--- config.mk ---
export PLATFORM = sky130hd
export DESIGN_NAME = rotator_command_parser_flat
export DESIGN_NICKNAME = d
export VERILOG_FILES = /design/src/rtl/core/rcp_pkg.sv /design/src/rtl/core/rcp_if.sv /design/src/rtl/core/rcp_ctrl.sv /design/src/rtl/core/rcp_dp.sv /design/src/rtl/core/rotator_command_parser.sv /design/src/flat_wrapper.sv
export SDC_FILE = /design/constraint.sdc
export NUM_CORES = 1
export LEC_CHECK = 0
export BUFFER_PORTS_ARGS = -buffer_cell sky130_fd_sc_hd__buf_2
export CAP_MARGIN = 20
export CORE_MARGIN = 2
export CORE_UTILIZATION = 60
export DETAILED_ROUTE_END_ITERATION = 8
export GPL_ROUTABILITY_DRIVEN = 0
export PLACE_DENSITY_LB_ADDON = 0.3
export SYNTH_ARGS = -nofsm -noshare
export SYNTH_HDL_FRONTEND = slang
export SYNTH_SLANG_ARGS = --single-unit
--- constraint.sdc ---
create_clock -name clock -period 12.5 [get_ports clock]
set_input_delay 2.5 -clock clock [delete_from_list [all_inputs] [get_ports clock]]
set_output_delay 2.5 -clock clock [all_outputs]
set_load 0.05 [all_outputs]
--- src/rtl/core/rcp_pkg.sv ---
// Shared types and constants for the rotator command parser.
// No dependencies; imported by every other file of the block but rcp_if.
`default_nettype none

package rcp_pkg;

   localparam logic [2:0] KIND_SETPOINT = 3'd0;
   localparam logic [2:0] KIND_MOVE_POS = 3'd1;
   localparam logic [2:0] KIND_MOVE_NEG = 3'd2;
   localparam logic [2:0] KIND_STOP     = 3'd3;
   localparam logic [2:0] KIND_REPLY    = 3'd4;
   localparam logic [2:0] KIND_VERSION  = 3'd5;
   localparam logic [2:0] KIND_ERROR    = 3'd6;

   localparam logic [1:0] ERR_BUFFER_FULL = 2'd0;
   localparam logic [1:0] ERR_TOO_LONG    = 2'd1;
   localparam logic [1:0] ERR_NO_DOT      = 2'd2;
   localparam logic [1:0] ERR_POS_WIDTH   = 2'd3;

   localparam logic [7:0] CH_TAB   = 8'h09;
   localparam logic [7:0] CH_LF    = 8'h0A;
   localparam logic [7:0] CH_VT    = 8'h0B;
   localparam logic [7:0] CH_FF    = 8'h0C;
   localparam logic [7:0] CH_CR    = 8'h0D;
   localparam logic [7:0] CH_SPACE = 8'h20;
   localparam logic [7:0] CH_PLUS  = 8'h2B;
   localparam logic [7:0] CH_MINUS = 8'h2D;
   localparam logic [7:0] CH_DOT   = 8'h2E;
   localparam logic [7:0] CH_ZERO  = 8'h30;
   localparam logic [7:0] CH_NINE  = 8'h39;
   localparam logic [7:0] CH_A     = 8'h41;
   localparam logic [7:0] CH_D     = 8'h44;
   localparam logic [7:0] CH_E     = 8'h45;
   localparam logic [7:0] CH_L     = 8'h4C;
   localparam logic [7:0] CH_M     = 8'h4D;
   localparam logic [7:0] CH_R     = 8'h52;
   localparam logic [7:0] CH_S     = 8'h53;
   localparam logic [7:0] CH_U     = 8'h55;
   localparam logic [7:0] CH_V     = 8'h56;
   localparam logic [7:0] CH_Z     = 8'h5A;

   // line slots that decoding ever reads
   localparam int SLOTS = 8;
   // numeric text with the dot removed
   localparam int TEXT_LEN = 4;
   localparam int NUM_TEXT_MAX = 6;

   typedef enum logic [1:0] {
      CLS_NONE,
      CLS_SINGLE,
      CLS_REPLY,
      CLS_SETPOINT
   } cls_type;

   typedef struct packed {
      logic accept;
      logic decode;
      logic step;
      logic load_rsp;
   } rcp_cmd_type;

   typedef struct packed {
      cls_type cls;
      logic    step_last;
      logic    rsp_free;
      logic    final_item;
   } rcp_status_type;

endpackage

`default_nettype wire

--- src/rtl/core/rcp_if.sv ---
// Channel interfaces of the rotator command parser: request and response.
// Depends on nothing; used by the top level.
`default_nettype none

interface rcp_req_if;
   logic               valid;
   logic               ready;
   logic [7:0]         rx_byte;
   logic signed [15:0] az_position;
   logic signed [15:0] el_position;

   modport source(output valid, rx_byte, az_position, el_position, input ready);
   modport sink(input valid, rx_byte, az_position, el_position, output ready);
endinterface

interface rcp_rsp_if;
   logic               valid;
   logic               ready;
   logic [2:0]         kind;
   logic               axis;
   logic signed [14:0] setpoint;
   logic [7:0]         reply_byte;
   logic [1:0]         error_code;
   logic               last;

   modport source(output valid, kind, axis, setpoint, reply_byte, error_code, last,
                  input ready);
   modport sink(input valid, kind, axis, setpoint, reply_byte, error_code, last,
                output ready);
endinterface

`default_nettype wire

--- src/rtl/core/rcp_ctrl.sv ---
// Controller of the rotator command parser: sequences accept, decode,
// iteration and result emission. Depends on rcp_pkg.
`default_nettype none

module rcp_ctrl import rcp_pkg::*; (
   input  logic           clock,
   input  logic           reset,
   input  logic           req_valid,
   output logic           req_ready,
   input  rcp_status_type status,
   output rcp_cmd_type    cmd
);

   typedef enum logic [4:0] {
      ST_IDLE   = 5'b00001,
      ST_DECODE = 5'b00010,
      ST_DIGIT  = 5'b00100,
      ST_PARSE  = 5'b01000,
      ST_EMIT   = 5'b10000
   } state_type;

   state_type state_ff, state_in;

   always_comb begin
      state_in  = state_ff;
      cmd       = '0;
      req_ready = 1'b0;
      unique case (state_ff)
         ST_IDLE: begin
            req_ready = 1'b1;
            if (req_valid) begin
               cmd.accept = 1'b1;
               state_in   = ST_DECODE;
            end
         end
         ST_DECODE: begin
            cmd.decode = 1'b1;
            unique case (status.cls)
               CLS_NONE:     state_in = ST_IDLE;
               CLS_SINGLE:   state_in = ST_EMIT;
               CLS_REPLY:    state_in = ST_DIGIT;
               CLS_SETPOINT: state_in = ST_PARSE;
            endcase
         end
         ST_DIGIT, ST_PARSE: begin
            cmd.step = 1'b1;
            if (status.step_last) begin
               state_in = ST_EMIT;
            end
         end
         ST_EMIT: begin
            if (status.rsp_free) begin
               cmd.load_rsp = 1'b1;
               if (status.final_item) begin
                  state_in = ST_IDLE;
               end
            end
         end
         default: state_in = ST_IDLE;
      endcase
   end

   always_ff @(posedge clock) begin
      if (reset) begin
         state_ff <= ST_IDLE;
      end else begin
         state_ff <= state_in;
      end
   end

endmodule

`default_nettype wire

--- src/rtl/core/rcp_dp.sv ---
// Datapath of the rotator command parser: line slots, command decode,
// digit extraction, number parsing and the output register. Depends on rcp_pkg.
`default_nettype none

module rcp_dp import rcp_pkg::*; #(
   parameter int LINE_DEPTH = 16
) (
   input  logic               clock,
   input  logic               reset,
   input  rcp_cmd_type        cmd,
   output rcp_status_type     status,
   input  logic [7:0]         rx_byte,
   input  logic signed [15:0] az_position,
   input  logic signed [15:0] el_position,
   output logic               rsp_valid,
   input  logic               rsp_ready,
   output logic [2:0]         rsp_kind,
   output logic               rsp_axis,
   output logic signed [14:0] rsp_setpoint,
   output logic [7:0]         rsp_reply_byte,
   output logic [1:0]         rsp_error_code,
   output logic               rsp_last
);

   localparam int IDX_W = $clog2(LINE_DEPTH);
   localparam logic [31:0] DIV10_MUL = 32'd52429;
   localparam int DIV10_SHIFT = 19;

   typedef enum logic [2:0] {
      PH_LEAD   = 3'b001,
      PH_DIGITS = 3'b010,
      PH_DONE   = 3'b100
   } phase_type;

   logic [IDX_W-1:0]   wr_idx_ff, wr_idx_in;
   logic [7:0]         slot_ff [SLOTS];
   logic [IDX_W-1:0]   line_w_ff;
   logic [7:0]         byte_ff;
   logic signed [15:0] az_ff, el_ff;

   cls_type            mode_ff, cls;
   logic [2:0]         single_kind_ff, single_kind;
   logic               single_axis_ff, single_axis;
   logic [1:0]         single_err_ff, single_err;
   logic               axis_ff;
   logic [1:0]         step_ff;
   logic [2:0]         emit_idx_ff;

   logic [15:0]        mag_ff;
   logic               neg_ff;
   logic [3:0]         dig_ff [4];
   logic [31:0]        prod;
   logic [15:0]        quot, quot_x10;
   logic [3:0]         rem;

   logic [7:0]         text_ff [TEXT_LEN];
   logic [7:0]         text_in [TEXT_LEN];
   logic [13:0]        pv_ff, pv_in;
   logic               pneg_ff, pneg_in;
   phase_type          phase_ff, phase_in;
   logic [7:0]         ch;
   logic               ch_digit, ch_blank;
   logic [3:0]         ch_val;

   logic               full, sep, is_az, is_el, found, too_long, dot_ok;
   logic [2:0]         len;
   logic signed [15:0] pos_sel;

   logic [2:0]         nd;
   logic               err3;
   logic [3:0]         reply_n;
   logic [2:0]         j, k;
   logic [7:0]         reply_char;
   logic [14:0]        setp_mag;

   logic [2:0]         out_kind;
   logic               out_axis;
   logic [14:0]        out_setp;
   logic [7:0]         out_reply;
   logic [1:0]         out_err;
   logic               rsp_valid_ff;

   function automatic logic is_sep(input logic [7:0] c);
      return (c == CH_LF) || (c == CH_CR) || (c == CH_SPACE);
   endfunction

   // line storage and write index
   assign full      = (line_w_ff == IDX_W'(LINE_DEPTH - 1));
   assign wr_idx_in = ((wr_idx_ff == IDX_W'(LINE_DEPTH - 1)) || is_sep(rx_byte)) ?
                      '0 : wr_idx_ff + 1'b1;

   always_ff @(posedge clock) begin
      if (reset) begin
         wr_idx_ff <= '0;
      end else if (cmd.accept) begin
         wr_idx_ff <= wr_idx_in;
      end
   end

   always_ff @(posedge clock) begin
      for (int s = 0; s < SLOTS; s++) begin
         if (cmd.accept && wr_idx_ff == IDX_W'(s)) begin
            slot_ff[s] <= rx_byte;
         end
      end
      if (cmd.accept) begin
         line_w_ff <= wr_idx_ff;
         byte_ff   <= rx_byte;
         az_ff     <= az_position;
         el_ff     <= el_position;
      end
   end

   // decode
   assign sep   = is_sep(byte_ff);
   assign is_az = (slot_ff[0] == CH_A) && (slot_ff[1] == CH_Z);
   assign is_el = (slot_ff[0] == CH_E) && (slot_ff[1] == CH_L);

   always_comb begin
      len   = 3'(NUM_TEXT_MAX);
      found = 1'b0;
      for (int s = 2; s < SLOTS; s++) begin
         if (!found && !((IDX_W'(s) < line_w_ff) && (slot_ff[s] != 8'd0))) begin
            len   = 3'(s - 2);
            found = 1'b1;
         end
      end
   end

   assign too_long = (len == 3'(NUM_TEXT_MAX));

   always_comb begin
      dot_ok = 1'b0;
      for (int s = 2; s < NUM_TEXT_MAX; s++) begin
         if (len == 3'(s) && slot_ff[s] == CH_DOT) begin
            dot_ok = 1'b1;
         end
      end
   end

   always_comb begin
      for (int t = 0; t < TEXT_LEN; t++) begin
         text_in[t] = 8'd0;
      end
      case (len)
         3'd2: text_in[0] = slot_ff[3];
         3'd3: begin
            text_in[0] = slot_ff[2];
            text_in[1] = slot_ff[4];
         end
         3'd4: begin
            text_in[0] = slot_ff[2];
            text_in[1] = slot_ff[3];
            text_in[2] = slot_ff[5];
         end
         3'd5: begin
            text_in[0] = slot_ff[2];
            text_in[1] = slot_ff[3];
            text_in[2] = slot_ff[4];
            text_in[3] = slot_ff[6];
         end
         default: text_in[0] = 8'd0;
      endcase
   end

   always_comb begin
      cls         = CLS_NONE;
      single_kind = KIND_ERROR;
      single_axis = 1'b0;
      single_err  = ERR_BUFFER_FULL;
      if (full) begin
         cls = CLS_SINGLE;
      end else if (sep) begin
         if (is_az || is_el) begin
            if (line_w_ff == IDX_W'(2)) begin
               cls = CLS_REPLY;
            end else if (too_long) begin
               cls        = CLS_SINGLE;
               single_err = ERR_TOO_LONG;
            end else if (!dot_ok) begin
               cls        = CLS_SINGLE;
               single_err = ERR_NO_DOT;
            end else begin
               cls = CLS_SETPOINT;
            end
         end else if (slot_ff[0] == CH_V && slot_ff[1] == CH_E) begin
            cls         = CLS_SINGLE;
            single_kind = KIND_VERSION;
         end else if (slot_ff[0] == CH_M) begin
            case (slot_ff[1])
               CH_L: begin
                  cls         = CLS_SINGLE;
                  single_kind = KIND_MOVE_NEG;
               end
               CH_R: begin
                  cls         = CLS_SINGLE;
                  single_kind = KIND_MOVE_POS;
               end
               CH_U: begin
                  cls         = CLS_SINGLE;
                  single_kind = KIND_MOVE_POS;
                  single_axis = 1'b1;
               end
               CH_D: begin
                  cls         = CLS_SINGLE;
                  single_kind = KIND_MOVE_NEG;
                  single_axis = 1'b1;
               end
               default: cls = CLS_NONE;
            endcase
         end else if (slot_ff[0] == CH_S) begin
            case (slot_ff[1])
               CH_A: begin
                  cls         = CLS_SINGLE;
                  single_kind = KIND_STOP;
               end
               CH_E: begin
                  cls         = CLS_SINGLE;
                  single_kind = KIND_STOP;
                  single_axis = 1'b1;
               end
               default: cls = CLS_NONE;
            endcase
         end
      end
   end

   assign pos_sel = is_el ? el_ff : az_ff;

   // digit extraction: one decimal digit per step
   assign prod     = 32'(mag_ff) * DIV10_MUL;
   assign quot     = 16'(prod >> DIV10_SHIFT);
   assign quot_x10 = 16'(quot * 16'd10);
   assign rem      = 4'(mag_ff - quot_x10);

   // number parsing: one character per step
   assign ch       = text_ff[0];
   assign ch_digit = (ch >= CH_ZERO) && (ch <= CH_NINE);
   assign ch_blank = (ch == CH_SPACE) || (ch == CH_TAB) || (ch == CH_LF) ||
                     (ch == CH_VT) || (ch == CH_FF) || (ch == CH_CR);
   assign ch_val   = 4'(ch - CH_ZERO);

   always_comb begin
      pv_in    = pv_ff;
      pneg_in  = pneg_ff;
      phase_in = phase_ff;
      unique case (phase_ff)
         PH_LEAD: begin
            if (ch_digit) begin
               pv_in    = 14'(ch_val);
               phase_in = PH_DIGITS;
            end else if (ch == CH_PLUS || ch == CH_MINUS) begin
               pneg_in  = (ch == CH_MINUS);
               phase_in = PH_DIGITS;
            end else if (!ch_blank) begin
               phase_in = PH_DONE;
            end
         end
         PH_DIGITS: begin
            if (ch_digit) begin
               pv_in = 14'({pv_ff, 3'b000} + {pv_ff, 1'b0} + 17'(ch_val));
            end else begin
               phase_in = PH_DONE;
            end
         end
         PH_DONE: phase_in = PH_DONE;
         default: phase_in = PH_DONE;
      endcase
   end

   always_ff @(posedge clock) begin
      if (cmd.decode) begin
         mode_ff        <= cls;
         single_kind_ff <= single_kind;
         single_axis_ff <= single_axis;
         single_err_ff  <= single_err;
         axis_ff        <= is_el;
         step_ff        <= 2'd0;
         emit_idx_ff    <= 3'd0;
         neg_ff         <= pos_sel < 0;
         mag_ff         <= (pos_sel < 0) ? 16'(-pos_sel) : 16'(pos_sel);
         for (int t = 0; t < TEXT_LEN; t++) begin
            text_ff[t] <= text_in[t];
         end
         pv_ff    <= 14'd0;
         pneg_ff  <= 1'b0;
         phase_ff <= PH_LEAD;
      end else begin
         if (cmd.step) begin
            step_ff <= step_ff + 2'd1;
            mag_ff  <= quot;
            dig_ff[3] <= rem;
            for (int d = 0; d < 3; d++) begin
               dig_ff[d] <= dig_ff[d + 1];
            end
            for (int t = 0; t < TEXT_LEN - 1; t++) begin
               text_ff[t] <= text_ff[t + 1];
            end
            text_ff[TEXT_LEN - 1] <= 8'd0;
            pv_ff    <= pv_in;
            pneg_ff  <= pneg_in;
            phase_ff <= phase_in;
         end
         if (cmd.load_rsp) begin
            emit_idx_ff <= emit_idx_ff + 3'd1;
         end
      end
   end

   // position reply text
   always_comb begin
      if (dig_ff[3] != 4'd0) begin
         nd = 3'd4;
      end else if (dig_ff[2] != 4'd0) begin
         nd = 3'd3;
      end else if (dig_ff[1] != 4'd0) begin
         nd = 3'd2;
      end else begin
         nd = 3'd1;
      end
   end

   assign err3    = (mag_ff != 16'd0) || (neg_ff && nd == 3'd4);
   assign reply_n = 4'(nd) + 4'(neg_ff) + 4'd4;
   assign j       = emit_idx_ff - 3'd2;
   assign k       = j - 3'(neg_ff);

   always_comb begin
      if (emit_idx_ff == 3'd0) begin
         reply_char = slot_ff[0];
      end else if (emit_idx_ff == 3'd1) begin
         reply_char = slot_ff[1];
      end else if ({1'b0, emit_idx_ff} == reply_n - 4'd1) begin
         reply_char = slot_ff[2];
      end else if (neg_ff && j == 3'd0) begin
         reply_char = CH_MINUS;
      end else if (k == nd - 3'd1) begin
         reply_char = CH_DOT;
      end else if (k == nd) begin
         reply_char = CH_ZERO + 8'(dig_ff[0]);
      end else begin
         reply_char = CH_ZERO + 8'(dig_ff[2'(nd - 3'd1 - k)]);
      end
   end

   assign setp_mag = {1'b0, pv_ff};

   always_comb begin
      out_kind  = KIND_ERROR;
      out_axis  = 1'b0;
      out_setp  = 15'd0;
      out_reply = 8'd0;
      out_err   = ERR_BUFFER_FULL;
      case (mode_ff)
         CLS_SINGLE: begin
            out_kind = single_kind_ff;
            out_axis = single_axis_ff;
            out_err  = single_err_ff;
         end
         CLS_REPLY: begin
            if (err3) begin
               out_err = ERR_POS_WIDTH;
            end else begin
               out_kind  = KIND_REPLY;
               out_axis  = axis_ff;
               out_reply = reply_char;
            end
         end
         CLS_SETPOINT: begin
            out_kind = KIND_SETPOINT;
            out_axis = axis_ff;
            out_setp = pneg_ff ? 15'(-setp_mag) : setp_mag;
         end
         default: out_kind = KIND_ERROR;
      endcase
   end

   // output register
   always_ff @(posedge clock) begin
      if (reset) begin
         rsp_valid_ff <= 1'b0;
      end else if (cmd.load_rsp) begin
         rsp_valid_ff <= 1'b1;
      end else if (rsp_ready) begin
         rsp_valid_ff <= 1'b0;
      end
   end

   always_ff @(posedge clock) begin
      if (cmd.load_rsp) begin
         rsp_kind       <= out_kind;
         rsp_axis       <= out_axis;
         rsp_setpoint   <= out_setp;
         rsp_reply_byte <= out_reply;
         rsp_error_code <= out_err;
         rsp_last       <= status.final_item;
      end
   end

   assign rsp_valid         = rsp_valid_ff;
   assign status.cls        = cls;
   assign status.step_last  = (step_ff == 2'd3);
   assign status.rsp_free   = !rsp_valid_ff || rsp_ready;
   assign status.final_item = (mode_ff != CLS_REPLY) || err3 ||
                              ({1'b0, emit_idx_ff} == reply_n - 4'd1);

endmodule

`default_nettype wire

--- src/rtl/core/rotator_command_parser.sv ---
// Rotator command parser top level: joins controller and datapath.
// Depends on rcp_pkg, rcp_if, rcp_ctrl and rcp_dp.
//
// Usage: received characters enter on req_chan together with the current
// azimuth and elevation positions; decoded events leave on rsp_chan, one
// item per result, with last set on the final item a character causes.
// Line ends (newline, carriage return, space) trigger decoding.
// Timing: one item is handled at a time. After acceptance a decode state
// follows; a plain character or unknown line then frees the input.
// A setpoint then runs parse steps and a position reply digit steps
// (one decimal digit per cycle through a multiply-by-reciprocal unit),
// then results load the output register at one per cycle while the
// receiver keeps up: up to 8 for a reply.
// The output register decouples the sides: the last result may wait on
// rsp_chan while the next character is accepted. A stalled receiver holds
// emission, and with it the input, until the register frees.
// Reset clears the write index, the controller and the output valid;
// line contents are not cleared.
`default_nettype none

module rotator_command_parser import rcp_pkg::*; #(
   parameter int LINE_DEPTH = 16
) (
   input  logic       clock,
   input  logic       reset,
   rcp_req_if.sink    req_chan,
   rcp_rsp_if.source  rsp_chan
);

   rcp_cmd_type    cmd;
   rcp_status_type status;

   rcp_ctrl u_ctrl (
      .clock     (clock),
      .reset     (reset),
      .req_valid (req_chan.valid),
      .req_ready (req_chan.ready),
      .status    (status),
      .cmd       (cmd)
   );

   rcp_dp #(
      .LINE_DEPTH (LINE_DEPTH)
   ) u_dp (
      .clock          (clock),
      .reset          (reset),
      .cmd            (cmd),
      .status         (status),
      .rx_byte        (req_chan.rx_byte),
      .az_position    (req_chan.az_position),
      .el_position    (req_chan.el_position),
      .rsp_valid      (rsp_chan.valid),
      .rsp_ready      (rsp_chan.ready),
      .rsp_kind       (rsp_chan.kind),
      .rsp_axis       (rsp_chan.axis),
      .rsp_setpoint   (rsp_chan.setpoint),
      .rsp_reply_byte (rsp_chan.reply_byte),
      .rsp_error_code (rsp_chan.error_code),
      .rsp_last       (rsp_chan.last)
   );

endmodule

`default_nettype wire

--- src/flat_wrapper.sv ---
// flat-port wrapper written by rule: the top's interface ports become plain ports
module rotator_command_parser_flat import rcp_pkg::*;
#(
   parameter int LINE_DEPTH = 16
)
  (clock, reset, req_chan_valid, req_chan_rx_byte, req_chan_az_position, req_chan_el_position, req_chan_ready, rsp_chan_valid, rsp_chan_kind, rsp_chan_axis, rsp_chan_setpoint, rsp_chan_reply_byte, rsp_chan_error_code, rsp_chan_last, rsp_chan_ready);
  rcp_req_if req_chan_i ();
  rcp_rsp_if rsp_chan_i ();
  input  logic clock;
  input  logic reset;
  input wire logic [$bits(req_chan_i.valid)-1:0] req_chan_valid;
  input wire logic [$bits(req_chan_i.rx_byte)-1:0] req_chan_rx_byte;
  input wire logic [$bits(req_chan_i.az_position)-1:0] req_chan_az_position;
  input wire logic [$bits(req_chan_i.el_position)-1:0] req_chan_el_position;
  output wire logic [$bits(req_chan_i.ready)-1:0] req_chan_ready;
  output wire logic [$bits(rsp_chan_i.valid)-1:0] rsp_chan_valid;
  output wire logic [$bits(rsp_chan_i.kind)-1:0] rsp_chan_kind;
  output wire logic [$bits(rsp_chan_i.axis)-1:0] rsp_chan_axis;
  output wire logic [$bits(rsp_chan_i.setpoint)-1:0] rsp_chan_setpoint;
  output wire logic [$bits(rsp_chan_i.reply_byte)-1:0] rsp_chan_reply_byte;
  output wire logic [$bits(rsp_chan_i.error_code)-1:0] rsp_chan_error_code;
  output wire logic [$bits(rsp_chan_i.last)-1:0] rsp_chan_last;
  input wire logic [$bits(rsp_chan_i.ready)-1:0] rsp_chan_ready;
  assign req_chan_i.valid = req_chan_valid;
  assign req_chan_i.rx_byte = req_chan_rx_byte;
  assign req_chan_i.az_position = req_chan_az_position;
  assign req_chan_i.el_position = req_chan_el_position;
  assign req_chan_ready = req_chan_i.ready;
  assign rsp_chan_valid = rsp_chan_i.valid;
  assign rsp_chan_kind = rsp_chan_i.kind;
  assign rsp_chan_axis = rsp_chan_i.axis;
  assign rsp_chan_setpoint = rsp_chan_i.setpoint;
  assign rsp_chan_reply_byte = rsp_chan_i.reply_byte;
  assign rsp_chan_error_code = rsp_chan_i.error_code;
  assign rsp_chan_last = rsp_chan_i.last;
  assign rsp_chan_i.ready = rsp_chan_ready;
  rotator_command_parser #(.LINE_DEPTH(LINE_DEPTH)) u_core (.clock(clock), .reset(reset), .req_chan(req_chan_i), .rsp_chan(rsp_chan_i));
endmodule
; After elaboration in Yosys (flattened, before gate mapping)
; Memories as Yosys holds them, arrays and structs flattened.
; Cells that the tools add are included.
[op_classes]
addsub = 18
mul = 2
n_lt_le_gt_ge = 9
eq_ne = 73
muxes = 131
n_bitwise = 8
n_reduce_logical = 97
[ops]
columns = operator, count
row1 = two-way mux 8 bit, 15
row2 = "equality test 8 x 7 -> 1 bit, second input constant", 12
row3 = "equality test 8 x 4 -> 1 bit, second input constant", 9
row4 = "equality test 8 x 6 -> 1 bit, second input constant", 9
row5 = two-way mux 16 bit, 4
row6 = two-way mux 3 bit, 21
row7 = OR reduction 8 bit, 7
row8 = two-way mux 1 bit, 55
row9 = one-hot mux 8 bit (2 select lines), 3
row10 = nonzero test 8 bit, 6
row11 = two-way mux 14 bit, 3
row12 = one-hot mux 5 bit (4 select lines), 2
row13 = "multiplier 16 x 16 -> 32 bit, second input constant", 1
row14 = logical AND 1 bit, 29
row15 = two-way mux 2 bit, 14
row16 = one-hot mux 14 bit (2 select lines), 1
row17 = two-way mux 7 bit, 3
row18 = two-way mux 5 bit, 4
row19 = "equality test 4 x 3 -> 1 bit, second input constant", 4
row20 = logical OR 1 bit, 16
row21 = "less-than comparator 16 x 1 -> 1 bit, second input constant", 1
row22 = "less-than comparator 3 x 4 -> 1 bit, first input constant", 4
row23 = negator 16 bit, 1
row24 = nonzero test 16 bit, 1
row25 = 57 further kinds, 113
[word_totals]
ff_bits = 133
ramBits = 112
out_inout_bits = 32
wordCells = 369
memories = 3
[mem_list]
columns = memory, words, word_bits, read_ports, rd_clocked_by_memory_dff, wr, line_no
row1 = u_core.u_dp.slot_ff, 8, 8, 8, 0, 1, rcp_dp.sv:36  ; logic [7:0] slot_ff [SLOTS];
row2 = u_core.u_dp.text_ff, 4, 8, 4, 0, 4, rcp_dp.sv:56  ; logic [7:0] text_ff [TEXT_LEN];
row3 = u_core.u_dp.dig_ff, 4, 4, 5, 0, 4, rcp_dp.sv:51  ; logic [3:0] dig_ff [4];

; Logic depth before layout (Yosys ltp)
; An unclocked memory read counts as a cell.
[logic_depth]
ltp_word = 33
depth_mapped = 24

; Modules after synthesis
; Synthesis repeated with hierarchy kept, for this count alone.
[hier_totals]
hier_cells = 1475
hier_area_um2 = 16453.3
[modules_own_cells]
columns = module, n_inst, cells_each, area_each_um2, seq_area_each_um2
row1 = rcp_dp, 1, 1439, 16149.2, 6926.6
row2 = rcp_ctrl, 1, 36, 304.0, 100.1

; Worst setup path after synthesis
; No wires, ideal clock.
[synth_path]
path_type = flip-flop to flip-flop
start = reg u_core.u_dp.mag_ff[2]
end = mem u_core.u_dp.dig_ff[3][3] (data pin)
t_arrival_ps = 5585
required_ps = 12238
setup_slack_ps = 6653
path_stages_with_launch = 25
path_buffers = 0
period_less_slack_ps = 5847
cell_sequence = edfxtp_1 > inv_1 > ha_1 > inv_1 > fa_1 > inv_1 > fa_1 > fa_1 > fa_1 > inv_1 > fa_1 > inv_1 > ha_1 > nand3_1 > o31ai_1 > a21oi_1 > nand2_1 > nor2_1 > xnor2_1 > ha_1 > inv_1 > fa_1 > xnor2_1 > xnor2_1 > xnor2_1
[synth_rtl]
columns = item, line_no
row1 = from (decl), rcp_dp.sv:49  ; logic [15:0] mag_ff;
row2 = from (signal assigned), rcp_dp.sv:281  ; mag_ff <= (pos_sel < 0) ? 16'(-pos_sel) : 16'(pos_sel);
row3 = from (signal assigned), rcp_dp.sv:291  ; mag_ff <= quot;
row4 = to (decl), rcp_dp.sv:51

==> impl_summary.txt <==
----------------------------------------------------
[Outcome]
  Status ... finished clean

[Place]
  HPWL Detailed ... 27,700 µm
  Quantity of I/O buffers inserted on ports ... 75

[STA]
  Slew at the pin closest to its max-slew limit ... 1010 ps
  Final min period ... 6390 ps
  Pins over their slew limit ... 0
  Worst max-slew margin expressed relative to the limit ... 32.7%
  Final hold viol count ... 0
  Maximum clock frequency ... 0.157 GHz
  Count of final setup violators ... 0
  Setup repair after global routing missed its margin ... no
  Tcrit/Tclk final ... 51.1%
  Final sum of negative setup slack ... 0 ps
  Post-Route Skew ... 14.1 ps

[Cells and area]
  Most common cell after layout, fill and taps aside ... edfxtp_1
  Layout filler cell count ... 1,990
  Number of inserted diodes ... 0
  Area growth from synthesis to layout ... 9.48%
  Commonest cells after routing, fill and taps aside ... 212 x edfxtp_1, 188 x inv_1, 182 x ha_1, 123 x nor2_1, 83 x fa_1
  Final #Nets ... 1,852
  Share of layout cells above drive strength 1 ... 9.98%

[Clock tree]
  Maximum number of buffers from clock root to sink ... 3
  TritonCTS clock tree ... done
  CTS Root Cell ... clkbuf_16
  Cts-stage hold buffer count ... 0
  Clock latency at the later pin of the worst-skew pair ... 550 ps
  Total number of H-tree levels ... 1
  Post_cts resized ... 0
  Sinks on Clock Net ... 245
  Number of buffers created by CTS ... 27
  Clk slew on worst S/H paths ... 60 ps
  Setup fix buffers added after clock tree synthesis ... 0

[Worst setup path]
  Standard cell with the maximum stage delay on the critical path ... fa_1
  Setup CP Type ... flip-flop to flip-flop
  Data required time at the worst endpoint ... 12,790 ps
  Depth of the most critical reg-to-reg path ... 24
  Longest individual stage delay on the worst path ... 540 ps
  Crit-path cells ... inv_1 > ha_1 > inv_1 > fa_1 > inv_1 > fa_1 > fa_1 > fa_1 > inv_1 > fa_1 > inv_1 > ha_1 > nand3_1 > o31ai_1 > a21oi_1 > nand2_1 > nor2_1 > xnor2_1 > ha_1 > inv_1 > fa_1 > xnor2_1 > xnor2_1 > xnor2_1
  Worst setup path startpoint ... u_core.u_dp.mag_ff[2]
  Crit path arrival time ... 6680 ps
  Reg2Reg Launch Point ... u_core.u_dp.mag_ff[2]
  Top fanout value on the critical path ... 7
  Type of origin of the critical path ... flip-flop
  Worst setup EP type ... flip-flop

[GRT]
  Number of global-route vias before repair ... 11,300
  GRT Util Overall ... 25.8%
  Met1 Usage GRT ... 37.2%
  GR peak layer ... met2
  Global-route wire length before repair ... 58,700 µm
  Fraction of met3 tracks used by global routing ... 4.01%
  Leftover overflow at the end of global routing ... 0
  GR Layer Usage met2 ... 40.6%
  Antenna violations before repair ... 0
  Maximum number of pins on one net before global-route repair ... 48

[Floorplan]
  Core ar. ... 27,000 µm²
  Number of cell rows ... 60
  I/O Pins ... 76
  Die area ... 28,800 µm²
  Y dimension of the die ... 170 µm
  Die W ... 170 µm
  Starting utilization of the core area ... 61.2%

[Routing]
  Total number of vias ... 11,400
  Detailed Routing Iterations Pass 1 ... 6
  Wire length reported by the detailed router ... 36,100 µm
  Average routed wire per standard cell ... 19.0 µm
  Vias/cell ... 5.97
  # DRC ... 0
  Remaining antenna violation count ... 0
  Drt first-iter violations ... 971

[Synth]
  Async set-or-reset flop fraction in the synthesized netlist ... 0%
  Distinct cell type count of the synthesized netlist ... 90
  Post-synthesis sequential element count ... 245
  Cell taking the most area after synthesis ... edfxtp_1
  Top cell type's share of synthesized area ... 38.6%
  Yosys warning total ... 0
  Cell types with the largest area share after synthesis ... edfxtp_1 39%, ha_1 14%, fa_1 10%
  Synthesized area per cell ... 11.3 µm²
  Number of flops mapped to enable cells by yosys ... 212
  Post-synthesis cell count ... 1,466
  Synth Cell Area ... 16,500 µm²
  Synthesized netlist net count ... 1,775
  Part of the Yosys area used for sequential elements ... 42.6%
  Top FF cell, synth ... edfxtp_1

[Worst hold path]
  Type of the most critical hold path ... flip-flop to flip-flop
  Hold path cells ... 2
  Hold path startpoint ... u_core.u_dp.step_ff[1]

[Run]
  Number of maximum-capacitance violations ... 0

----------------------------------------------------
==> layout make-up <==
cell class	count	area [µm²]	area share, %
clock buffers	33	708	3.92
clock inverters	16	140	0.776
inverters	191	718	3.98
multi-input cells	995	8600	47.7
flip-flops and latches	245	7030	38.9
well taps	341	427	2.36
repair buffers	83	433	2.40
==> cell usage after synthesis, types with 4 or more instances <==
cell      instances
a211oi_1          5
a21boi_0          5
a21o_1           13
a21oi_1          56
a221oi_1         25
a22oi_1          14
a311oi_1          4
a31oi_1           6
and2_1           27
and3_1           11
and4_1            7
clkbuf_1         25
dfxtp_1          33
edfxtp_1        212
fa_1             83
ha_1            182
inv_1           189
mux2_2            4
mux2i_1          28
nand2_1          72
nand2b_1         12
nand3_1          28
nand3b_1          4
nand4_1          11
nor2_1          124
nor2b_1          11
nor3_1           30
nor3b_1           6
nor4_1           20
nor4b_1           4
o211ai_1         10
o21ai_0          28
o21ai_1           4
o21bai_1          4
o22ai_1           7
o31ai_1           9
or2_2             4
or3_1             6
or4_1             8
xnor2_1          45
xor2_1           19
==> sequential cells by signal, summed over array words and instances, names as in the netlist, 2 cells and up <==
register	flops
u_core.u_ctrl.state_ff	5
u_core.u_dp.az_ff	16
u_core.u_dp.byte_ff	8
u_core.u_dp.dig_ff	16
u_core.u_dp.el_ff	16
u_core.u_dp.emit_idx_ff	3
u_core.u_dp.line_w_ff	4
u_core.u_dp.mag_ff	16
u_core.u_dp.mode_ff	2
u_core.u_dp.phase_ff	3
u_core.u_dp.pv_ff	14
u_core.u_dp.rsp_error_code	2
u_core.u_dp.rsp_kind	3
u_core.u_dp.rsp_reply_byte	8
u_core.u_dp.rsp_setpoint	15
u_core.u_dp.single_err_ff	2
u_core.u_dp.single_kind_ff	3
u_core.u_dp.slot_ff	64
u_core.u_dp.step_ff	2
u_core.u_dp.text_ff	32
u_core.u_dp.wr_idx_ff	4
==> stage by stage <==
stage	utilization [%]	hold slack [ps]	area (µm²)	setup WS, ps	instances
2_1_floorplan	-	438	16500	6650	1466
3_3_place_gp	63.8	444	17200	6340	1854
3_5_place_dp	63.9	468	17200	6120	1855
4_1_cts	67.0	476	18100	6110	1904
5_1_grt	67.0	497	18100	5830	1904
6_report	67.0	472	18100	6110	1904
==> path summary, 6_finish.rpt <==
path,end,slack [ps]
max,u_core.u_dp.dig_ff[3][3],6110
max reg2reg,u_core.u_dp.dig_ff[3][3],6110
min,u_core.u_dp.step_ff[1],470
min reg2reg,u_core.u_dp.step_ff[1],470
==> metal layers <==
metal	up-vias	share of wire, %
met4	0	3.1
met2	403	46
met3	71	6.9
li1	5384	-
met1	5508	44
met5	-	0
==> cells by family after synthesis <==
family                     Yosys count  synth area share (%)
and+or+nand+nor                    409                  13.1
adders and majority gates          265                  23.9
DFF                                245                  42.6
buffers and inverters              226                  5.29
AOI/OAI and AO/OA                  220                  9.17
xor gates and xnor gates            66                  3.64
muxes                               35                  2.31
==> critical path: cells and delay by family, from the launching register on <==
family,cells,cell delay (ps)
xor+xnor,4,670
buf+inv,6,360
simple gates,3,380
flops,1,520
compound gates,2,330
fa+ha+maj,9,3860
Power is left out: the tool's default activity adds up to more than one toggle a clock period on the data nets, which glitch-free logic cannot reach.
